--- src/design/psu_pkg.sv ---
// Shared types, constants and helpers for the particle pose statistics unit.
// No dependencies; imported by psu_cordic, psu_divider and the top level.
package psu_pkg;

    localparam int PARTICLE_CAP_DEF = 256;
    localparam int CORDIC_STEPS_DEF = 16;

    // Stored particle word: x, y, z (32 bit) then roll, pitch, yaw (19 bit)
    localparam int LIN_W   = 32;
    localparam int ANG_W   = 19;
    localparam int WGT_W   = 17;
    localparam int MW      = 3 * LIN_W + 3 * ANG_W;
    localparam int IN_W    = MW + WGT_W;
    localparam int IN_TW   = ((IN_W + 7) / 8) * 8;
    localparam int IDX_W   = 6;
    localparam int VAL_W   = 64;
    localparam int OUT_W   = IDX_W + VAL_W;
    localparam int OUT_TW  = ((OUT_W + 7) / 8) * 8;
    localparam int SUM_W   = 64;

    localparam int NUM_LIN     = 3;
    localparam int NUM_MEANS   = 6;
    localparam int NUM_RESULTS = 42;

    // Multiplier operand width: a coordinate minus a mean fits in 34 bits
    localparam int MUL_W   = 34;
    localparam int CW      = 66;
    localparam int ZW      = 24;

    localparam int Q_PI        = 205887;
    localparam int Q_HALF_PI   = 102944;
    localparam int CORDIC_GAIN = 39797;

    localparam logic [2:0] C_X     = 3'd0;
    localparam logic [2:0] C_Y     = 3'd1;
    localparam logic [2:0] C_Z     = 3'd2;
    localparam logic [2:0] C_ROLL  = 3'd3;
    localparam logic [2:0] C_PITCH = 3'd4;
    localparam logic [2:0] C_YAW   = 3'd5;

    typedef struct packed {
        logic start;
        logic vector;
    } t_cordic_req;

    typedef struct packed {
        logic busy;
        logic done;
    } t_unit_status;

    // Arctangent of 2^-i in Q16.16, rounded to nearest
    function automatic logic [16:0] psu_arctan(input logic [4:0] i);
        logic [16:0] v;
        case (i)
            5'd0:    v = 17'd51472;
            5'd1:    v = 17'd30386;
            5'd2:    v = 17'd16055;
            5'd3:    v = 17'd8150;
            5'd4:    v = 17'd4091;
            5'd5:    v = 17'd2047;
            5'd6:    v = 17'd1024;
            5'd7:    v = 17'd512;
            5'd8:    v = 17'd256;
            5'd9:    v = 17'd128;
            5'd10:   v = 17'd64;
            5'd11:   v = 17'd32;
            5'd12:   v = 17'd16;
            5'd13:   v = 17'd8;
            5'd14:   v = 17'd4;
            5'd15:   v = 17'd2;
            5'd16:   v = 17'd1;
            default: v = 17'd0;
        endcase
        return v;
    endfunction

    // Pull one coordinate out of a stored word, sign extended
    function automatic logic signed [MUL_W-1:0] psu_coord(input logic [MW-1:0] word,
                                                          input logic [2:0] sel);
        logic signed [MUL_W-1:0] v;
        unique case (sel)
            C_X:     v = MUL_W'($signed(word[LIN_W-1:0]));
            C_Y:     v = MUL_W'($signed(word[2*LIN_W-1:LIN_W]));
            C_Z:     v = MUL_W'($signed(word[3*LIN_W-1:2*LIN_W]));
            C_ROLL:  v = MUL_W'($signed(word[3*LIN_W+ANG_W-1:3*LIN_W]));
            C_PITCH: v = MUL_W'($signed(word[3*LIN_W+2*ANG_W-1:3*LIN_W+ANG_W]));
            C_YAW:   v = MUL_W'($signed(word[3*LIN_W+3*ANG_W-1:3*LIN_W+2*ANG_W]));
            default: v = '0;
        endcase
        return v;
    endfunction

endpackage

--- src/design/psu_divider.sv ---
// Unsigned restoring divider, one quotient bit per cycle.
// Uses psu_pkg for the status struct.
module psu_divider #(
    parameter int NUM_W = 80,
    parameter int DEN_W = 9
) (
    input  logic                  i_clk,
    input  logic                  i_rst_n,
    input  logic                  i_start,
    input  logic [NUM_W-1:0]      i_num,
    input  logic [DEN_W-1:0]      i_den,
    output psu_pkg::t_unit_status o_status,
    output logic [NUM_W-1:0]      o_quot
);
    import psu_pkg::*;

    localparam int CNT_W = $clog2(NUM_W + 1);

    logic [NUM_W-1:0] r_q;
    logic [DEN_W:0]   r_rem, rem_sh, rem_sub;
    logic [DEN_W-1:0] r_den;
    logic [CNT_W-1:0] r_cnt;
    logic             r_run, r_done;
    logic             take;

    assign rem_sh  = {r_rem[DEN_W-1:0], r_q[NUM_W-1]};
    assign rem_sub = rem_sh - {1'b0, r_den};
    assign take    = rem_sh >= {1'b0, r_den};

    always_ff @(posedge i_clk) begin
        if (!i_rst_n) begin
            r_run  <= 1'b0;
            r_done <= 1'b0;
        end else begin
            r_done <= 1'b0;
            if (i_start) begin
                r_run <= 1'b1;
            end else if (r_run && r_cnt == CNT_W'(1)) begin
                r_run  <= 1'b0;
                r_done <= 1'b1;
            end
        end
        if (i_start) begin
            r_q   <= i_num;
            r_den <= i_den;
            r_rem <= '0;
            r_cnt <= CNT_W'(NUM_W);
        end else if (r_run) begin
            r_q   <= {r_q[NUM_W-2:0], take};
            r_rem <= take ? rem_sub : rem_sh;
            r_cnt <= r_cnt - 1'b1;
        end
    end

    assign o_quot = r_q;
    assign o_status.busy = r_run;
    assign o_status.done = r_done;

endmodule

--- config.mk ---
export PLATFORM = sky130hd
export DESIGN_NAME = psu_divider
export DESIGN_NICKNAME = d
export VERILOG_FILES = /design/src/design/psu_pkg.sv /design/src/design/psu_divider.sv
export SDC_FILE = /design/constraint.sdc
export NUM_CORES = 1
export LEC_CHECK = 0
export BUFFER_PORTS_ARGS = -buffer_cell sky130_fd_sc_hd__buf_2
export CAP_MARGIN = 40
export CORE_MARGIN = 2
export CORE_UTILIZATION = 50
export CTS_CLUSTER_DIAMETER = 120
export DETAILED_ROUTE_END_ITERATION = 12
export PLACE_DENSITY = 0.91
export REMOVE_ABC_BUFFERS = 1
export SYNTH_ARGS = -nofsm -noshare
export SYNTH_HDL_FRONTEND = slang
export SYNTH_SLANG_ARGS = --single-unit
export TNS_END_PERCENT = 20
--- constraint.sdc ---
create_clock -name i_clk -period 3.9 [get_ports i_clk]
set_input_delay 0.195 -clock i_clk [delete_from_list [all_inputs] [get_ports i_clk]]
set_output_delay 0.195 -clock i_clk [all_outputs]
set_load 0.005 [all_outputs]
# After elaboration in Yosys (flattened, before gate mapping)
# Cells that the tools add are included.
# word_totals
inputBits	92
wordCells	21
reg_bits	107
out_inout_bits	82
# op_classes
magnitude_cmp	1
reduce_logical	4
bitwise	1
add_sub_neg	2
muxes	6
eq_ne	1
# op_table
cell	count
80-bit 2-to-1 mux	2
10-bit by 9-bit >= comparator with 1-bit output	1
9-bit 2-to-1 mux	1
9-bit subtractor	1
7-bit by 1-bit equality test with 1-bit output, second input constant	1
7-bit by 1-bit subtractor with 7-bit output, second input constant	1
2-bit nonzero test	2
1-bit 2-to-1 mux	3
2-bit OR reduction	1
1-bit logical AND	1
1-bit NOT	1

# Logic depth before layout (Yosys ltp)
# Gate-level depths: netlist of the first run.
# logic_depth
word_depth	4
ltp_mapped	10

# Worst setup path before layout of the first run
# OpenSTA, ideal clock, no wires.
# synth_timing
path_kind	in2reg
from	input i_start
to	register r_q[0] (netlist: o_quot[0]), enable pin
n_path_buf	2
t_arrival_ns	2.344
cell_stages	4
required_time_ns	3.466
setup_time_ns	0.434
slack_ns	1.122
cell_sequence	clkbuf_1 -> clkbuf_1 -> nor2_1 -> inv_1
# synth_between
elab_chain_len	1
# synth_rtl
element	line_no	source
start: declaration	psu_divider.sv:9	input logic i_start,
2-bit nonzero test (no source line)	--	
end signal: assignment	psu_divider.sv:44	r_q <= i_num;
end signal: assignment	psu_divider.sv:49	r_q <= {r_q[NUM_W-2:0], take};
end: declaration	psu_divider.sv:19	logic [NUM_W-1:0] r_q;
# Every way passes these cells.
# A chain may end at the register's enable or synchronous reset.

# Worst setup path after layout of the first run
# layout_timing
from	register r_q[79] (netlist: o_quot[79])
to	register r_q[0] (netlist: o_quot[0]), data pin
# layout_between
elab_chain_len	3
# layout_rtl
element	line_no	source
10-bit by 9-bit >= comparator with 1-bit output	psu_divider.sv:28	assign take = rem_sh >= {1'b0, r_den};
80-bit 2-to-1 mux	psu_divider.sv:48	end else if (r_run) begin
80-bit 2-to-1 mux	psu_divider.sv:43	if (i_start) begin
# Every way passes these cells. The select of a mux whose other input is x is not followed.

==> key figures, run 1 <==
Layout
  – ANT cells: 0
  – Fillers: 720
  – Syn-to-layout area delta: 25.8%
  – Layout cells sized above 1: 0.552
  – Final Cell Area: 0.00613 mm^2
  – Most common cell after layout, fill and taps aside: buf_2
  – Commonest non-fill, non-tap cells in the layout: buf_2, edfxtp_1, mux2_2
  – Final nets: 606

STA
  – Final period util: 0.732
  – Fmax: 350 MHz
  – Worst-Margin Slew: slightly below 0.8 ns
  – Hold Vio Cnt, Final: 0
  – Final clock skew: ~0.0084 ns
  – Setup TNS Final: 0 ns
  – RSZ-0062 raised after global routing: false
  – Min Clock Period, post-route: 2.85 ns
  – Slew HR: 0.475
  – Setup violations, final: 0
  – Final max-slew violation count: 0

Logic synthesis
  – Synth Cell Area: roughly 0.005 mm^2
  – Yosys warns: 0
  – Async SR Flop Fraction: 0
  – Yosys reg bits: 107
  – Number of flops mapped to enable cells by yosys: 89
  – Avg Inst Size Synth: ~15 um^2
  – Cells after synthesis: 323
  – Library cells used by synthesis: 42
  – Main synth FF type: edfxtp_1
  – Sequential-to-total area share from yosys stat: 0.623

Setup path
  – WP buf/inv: 3
  – Crit path capture type: flip-flop
  – Worst r2r src: o_quot[79]$_DFFE_PP_
  – Crit path required time: 4.04 ns
  – Max stage delay cell, worst path: a211oi_4
  – Most frequent CP cell: inv_1
  – Delay-heaviest family, CP: compound AO/OA/AOI/OAI gates
  – Nature of the critical path startpoint: flip-flop
  – Worst path arrival time: between 2 and 3 ns
  – Setup CP Type: flip-flop to flip-flop
  – Crit-path cells: inv_1 -> ha_1 -> inv_1 -> fa_1 -> a211oi_2 -> o31ai_4 -> a211oi_4 -> inv_1 -> mux2_2
  – Worst Path Max Fanout: 15
  – Worst Setup SP: o_quot[79]$_DFFE_PP_
  – Max stage delay on crit path: between 0.6 and 0.7 ns

Flow run
  – Max capacitance violation total: 0

Run status
  – Status: finished, final reports clean

GRT
  – Total Routing Usage GR: 0.214
  – First-pass GRT wire length: 16800 um
  – Initial antenna violation count: 0
  – GRT overflow: 0
  – Vias in the first global route: 3430
  – Largest net degree at the start of global routing: 65

Die
  – IO Count: roughly 170
  – Initial core utilization: 0.508
  – Placement Rows: 36
  – Die height: 103 um
  – CORE AREA: approximately 0.0096 mm^2
  – Die area: 0.0105 mm^2
  – Chip width: 103 um

Place
  – I/O Buffers: 173
  – Global placer's final weighted congestion: 0.801
  – HPWL Detailed: 7880 um
  – Placed cell areas: a little under 0.006 mm^2

Route
  – Final wirelength: 11000 um
  – First DRT Iteration DRCs: 87
  – Final ANT Viol Nets: 0
  – DR pass1 iterations: 4
  – DR vias/cell: 5.10
  – WL/cell: 17.2 um
  – Remaining DRCs: 0
  – Vias: 3265

Power and ir drop
  – Peak supply drop: 0.000339 V
  – PwrDens: 414 mW/mm^2
  – Leak pwr: 2.61 nW

Clocking
  – CTS clk-pin slew, worst paths: about 0.10 ns
  – H-tree depth: 3
  – Root buf cell: clkbuf_8
  – Clock latency on the worst-skew pair: between 0.3 and 0.4 ns
  – CTS tree: done
  – Total CTS buffers: 9
  – CTS Buffer Depth: 2
  – CTS sink cnt: 107
  – PostCTS Resize Cnt: 0

Hold path
  – Hold Path Class: primary input to flip-flop
  – Min-delay src: i_rst_n
## layout make-up
class,instances,area [um^2],area share
clock buffers,9,124,0.0202
inverters,17,65.1,0.0106
multi-input cells,182,1690,0.275
flip-flops and latches,107,3030,0.495
clock inverters,7,57.6,0.00940
repair buffers,185,993,0.162
well taps,133,166,0.0272
## sequential cells by signal, indices dropped and copies added (netlist names)
signal and flops:
r_run 1, r_den 9, r_cnt 7, o_quot 80, r_rem 9, r_done 1
## tightest hold or removal path, delay by kind of cell
family	cells	cell delay [ns]
buffers and inverters	2	0.11
and+or+nand+nor	1	0.09
## stage by stage
step	hold slack (ns)	utilization	worst slack, ns	cells	power [mW]
4_1_cts	0.0416	0.638	1.04	640	2.56
3_3_place_gp	0.373	0.610	1.13	615	1.88
2_1_floorplan	0.260	-	1.04	306	1.69
5_1_grt	0.0452	0.638	0.878	640	2.66
3_5_place_dp	0.373	0.610	1.03	615	1.91
6_report	0.0629	0.638	1.05	640	2.54
## power breakdown
part | leakage (nW) | internal [mW] | switching (mW) | total, mW
sequential | 1.04 | 1.38 | 0.0653 | 1.44
clock | 0.0955 | 0.244 | 0.402 | 0.645
combinational | 1.47 | 0.237 | 0.213 | 0.450
total | 2.61 | 1.86 | 0.680 | 2.54
## final timing paths
kind | slack (ns) | depth (start not counted) | endpoint
setup reg to reg | 1.05 | 9 | o_quot[0]$_DFFE_PP_
setup / recovery | 1.05 | 9 | o_quot[0]$_DFFE_PP_
hold / removal | 0.06 | 3 | r_run$_SDFFE_PN0P_
hold reg to reg | 0.51 | 2 | r_rem[1]$_SDFFE_PP0P_
## cell families after synthesis
kind of cell	after synthesis	share of synthesized area
compound gates	32	0.0570
xor+xnor	12	0.0216
fa+ha+maj	12	0.0324
buf+inv	34	0.0308
flops	107	0.623
mux	83	0.191
simple gates	43	0.0442
## synthesized netlist by cell type, types with 3 or more instances
cell type | n | area [um^2]
a21oi_1 | 4 | 20.0
a32oi_1 | 3 | 26.3
a211oi_1 | 3 | 22.5
nor3_1 | 3 | 15.0
mux2i_1 | 3 | 30.0
o31ai_1 | 4 | 30.0
clkbuf_1 | 11 | 41.3
nand2_1 | 7 | 26.3
xor2_1 | 5 | 43.8
nor2_1 | 17 | 63.8
dfxtp_1 | 18 | 360
xnor2_1 | 7 | 61.3
mux2_2 | 80 | 901
edfxtp_1 | 89 | 2670
ha_1 | 11 | 138
inv_1 | 17 | 63.8
a211o_1 | 3 | 26.3
nand2b_1 | 4 | 25.0
## metal layers
layer / part of all wire / GRT usage / vias to the layer above
met5: 0 / 0 / -
met4: 0.013 / 0.0656 / 0
met3: 0.077 / 0.0875 / 11
met2: 0.52 / 0.371 / 128
met1: 0.39 / 0.241 / 1553
li1: - / - / 1573
## repair_timing
action | in CTS | in global routing
buffers inserted | 0 | 0
hold endpoints to repair | 9 | 0
hold buffers | 9 | 0
endpoints found under the setup margin | 0 | 0
Note: power is estimated with default switching activity, not from simulation.
==> run 2, diff against run 1 <==
--- a/config.mk
+++ b/config.mk
@@ -8,10 +8,10 @@
 export BUFFER_PORTS_ARGS = -buffer_cell sky130_fd_sc_hd__buf_2
 export CAP_MARGIN = 40
 export CORE_MARGIN = 2
-export CORE_UTILIZATION = 50
+export CORE_UTILIZATION = 45
 export CTS_CLUSTER_DIAMETER = 120
 export DETAILED_ROUTE_END_ITERATION = 12
-export PLACE_DENSITY = 0.91
+export PLACE_DENSITY = 0.87
 export REMOVE_ABC_BUFFERS = 1
 export SYNTH_ARGS = -nofsm -noshare
 export SYNTH_HDL_FRONTEND = slang
==> constraint.sdc (replaced) <==
create_clock -name i_clk -period 2.5 [get_ports i_clk]
set_input_delay 0.125 -clock i_clk [delete_from_list [all_inputs] [get_ports i_clk]]
set_output_delay 0.125 -clock i_clk [all_outputs]
set_load 0.005 [all_outputs]
==> run 2 against run 1 <==
  * Clock skew is 0.0083 ns higher
  * Critical path type unchanged
  * Die area is 11% higher
  * Non-clock buffer count is 6 higher
  * Hold slack worse by 0.026 ns
==> key figures, run 2 (same netlist as run 1, synthesis figures left out) <==
GRT
  – Initial antenna violation count: 0 (unchanged)
  – GRT overflow: 0 (unchanged)
  – First-pass GRT wire length: 16900 um (+0.57%)
  – Largest net degree at the start of global routing: 105 (+62%)
  – Total Routing Usage GR: 0.191 (-0.0229)
  – Vias in the first global route: 3519 (+2.6%)

Run status
  – Status: finished, final reports clean

Power and ir drop
  – Clk pwr share: 0.248 (-0.006)
  – PwrDens: 638 mW/mm^2 (+54%)
  – Sw Share: 0.264 (-0.00387)
  – P_sw: 1.05 mW (+54%)
  – Sequential power share: 0.567 (about the same)
  – Peak supply drop: 0.000565 V (+67%)
  – Comb power frac: 0.185 (+0.007)
  – Int Pwr: 2.91 mW (+57%)
  – Leak pwr: 2.64 nW (+1.2%)

Route
  – Remaining DRCs: 0 (unchanged)
  – Final ANT Viol Nets: 0 (unchanged)
  – First DRT Iteration DRCs: 107 (+23%)
  – WL/cell: 16.7 um (-2.5%)
  – DR pass1 iterations: 4 (unchanged)
  – DR vias/cell: 5.06 (-0.84%)
  – Vias: 3283 (+0.55%)
  – Final wirelength: 10900 um (-1.1%)

Layout
  – Final nets: 612 (+0.99%)
  – Commonest non-fill, non-tap cells in the layout: buf_2, edfxtp_1, mux2_2
  – Final Cell Area: 0.00621 mm^2 (+1.3%)
  – Final core occ: 0.596 (-0.0427)
  – ANT cells: 0 (unchanged)
  – Final cell count without fillers: 649 (+1.4%)
  – Most common cell after layout, fill and taps aside: buf_2
  – Largest register FFs: 80 (unchanged)
  – Syn-to-layout area delta: 27.4%
  – Layout cells sized above 1: 0.563 (+0.0111)

Clocking
  – CTS tree: done
  – Clock latency on the worst-skew pair: 0.38 ns (about the same)
  – CTS Buffer Depth: 2 (unchanged)
  – Total CTS buffers: 9 (unchanged)
  – H-tree depth: 3 (unchanged)
  – Root buf cell: clkbuf_8
  – CTS sink cnt: 107 (unchanged)
  – CTS clk-pin slew, worst paths: 0.11 ns (about the same)

Setup path
  – R2R Setup Slk: 0.11 ns (-0.93 ns)
  – Worst Setup SP: o_quot[79]$_DFFE_PP_
  – Max stage delay on crit path: 0.39 ns (-0.22 ns)
  – Max stage delay cell, worst path: edfxtp_1
  – WP buf/inv: 3 (unchanged)
  – Crit-path cells: inv_1 -> ha_2 -> inv_2 -> fa_2 -> a211oi_4 -> o31ai_4 -> a211oi_4 -> buf_6 -> mux2i_1 -> a211oi_1
  – Crit path capture type: flip-flop
  – Worst r2r src: o_quot[79]$_DFFE_PP_
  – Setup CP Type: flip-flop to flip-flop
  – Worst Path Max Fanout: 7 (-8)
  – R2R depth: 10 (+1)
  – Worst R2R End: r_rem[3]$_SDFFE_PP0P_
  – Crit path required time: 2.74 ns (-1.30 ns)
  – Worst path arrival time: 2.63 ns (-0.36 ns)
  – Nature of the critical path startpoint: flip-flop
  – Most frequent CP cell: a211oi_4
  – Delay-heaviest family, CP: compound AO/OA/AOI/OAI gates

Hold path
  – Min-delay src: i_num[66]
  – Hold Path Class: primary input to flip-flop
  – WHS Path Cells: 2 (-1)
  – Sink of the worst hold path: o_quot[66]$_DFFE_PP_

STA
  – Fin Hold WS: 0.0370 ns (-0.0259 ns)
  – Fmax: 418 MHz (+19%)
  – Final period util: 0.956 (+0.224)
  – Setup violations, final: 0 (unchanged)
  – Final clock skew: 0.0167 ns (+0.00828 ns)
  – Min Clock Period, post-route: 2.39 ns (-0.465 ns)
  – Hold Vio Cnt, Final: 0 (unchanged)
  – Final max-slew violation count: 0 (unchanged)
  – RSZ-0062 raised after global routing: true
  – Setup TNS Final: 0 ns (unchanged)
  – Slew HR: 0.579 (+0.104)
  – Worst-Margin Slew: 0.630 ns (-0.157 ns)

Place
  – I/O Buffers: 173 (unchanged)
  – Placed cell areas: 0.00590 mm^2 (+0.79%)
  – Dpl cells: 622 (+1.1%)
  – Global placer's final weighted congestion: 0.827 (+3.3%)
  – HPWL Detailed: 7830 um (-0.58%)

Die
  – Placement Rows: 37 (+2.8%)
  – Chip width: 108 um (+5.2%)
  – Die area: 0.0117 mm^2 (+11%)
  – Initial core utilization: 0.468 (-0.0401)
  – IO Count: 174 (unchanged)
  – Die height: 108 um (+5.2%)
  – CORE AREA: 0.0104 mm^2 (+8.6%)

Flow run
  – Max capacitance violation total: 0 (unchanged)
run 2: changes by cell type in the layout (fill, tap and decap cells not counted), sizes merged:
| cell | change |
|---|---|
| buf | +5 |
| dlygate4sd3 | +1 |
| inv | -1 |
| clkbuf | +1 |
run 2: power groups by stage:
stage	combinational (mW)	sequential [mW]	clock, mW
floorplan	0.354	2.29	0
global route	0.803	2.27	1.06
CTS	0.732	2.25	1.02
detailed placement	0.708	2.28	0
finish	0.733	2.24	0.983
global placement	0.677	2.27	0
run 2: how the worst max path moves through the flow:
stage / to / slack [ns] / cells past startpoint
CTS: r_rem[4]$_SDFFE_PP0P_ / 0.02 / 10
finish: r_rem[3]$_SDFFE_PP0P_ / 0.11 / 10
detailed placement: r_rem[2]$_SDFFE_PP0P_ / -0.01 / 10
floorplan: o_quot[0]$_DFFE_PP_ / -0.36 / 2
global placement: r_rem[4]$_SDFFE_PP0P_ / 0.1 / 10
global route: r_rem[3]$_SDFFE_PP0P_ / -0.05 / 10
run 2: area by class of cell:
class	instances	area (um^2)
clock buffer	10	128
clock inverter	6	47.5
fill	838	4210
inverter	17	65.1
multi-input combinational	182	1710
sequential	107	3030
tap	136	170
timing repair buffer	191	1060
run 2: metal layers:
layer | vias up | track usage | wire length [um]
met5 | - | 0 | 0
met4 | 0 | 0.0614 | 214
met3 | 17 | 0.0880 | 974
met2 | 121 | 0.327 | 5560
met1 | 1563 | 0.211 | 4100
li1 | 1582 | - | -
run 2: per-stage QoR:
step / worst slack (ns) / power, mW
final: 0.110 / 3.96
after global routing: -0.0496 / 4.13
after CTS: 0.0156 / 3.99
after detailed placement: -0.0112 / 2.99
after global placement: 0.0954 / 2.95
after floorplan: -0.357 / 2.64
run 2: what timing repair did:
item | CTS | global route
cloned | 0 | 0
pin swaps | 2 | 4
setup buffers | 0 | 1
endpoints found under the hold margin | 11 | 0
hold buffers | 10 | 0
resized for setup | 2 | 4
endpoints found under the setup margin | 3 | 8
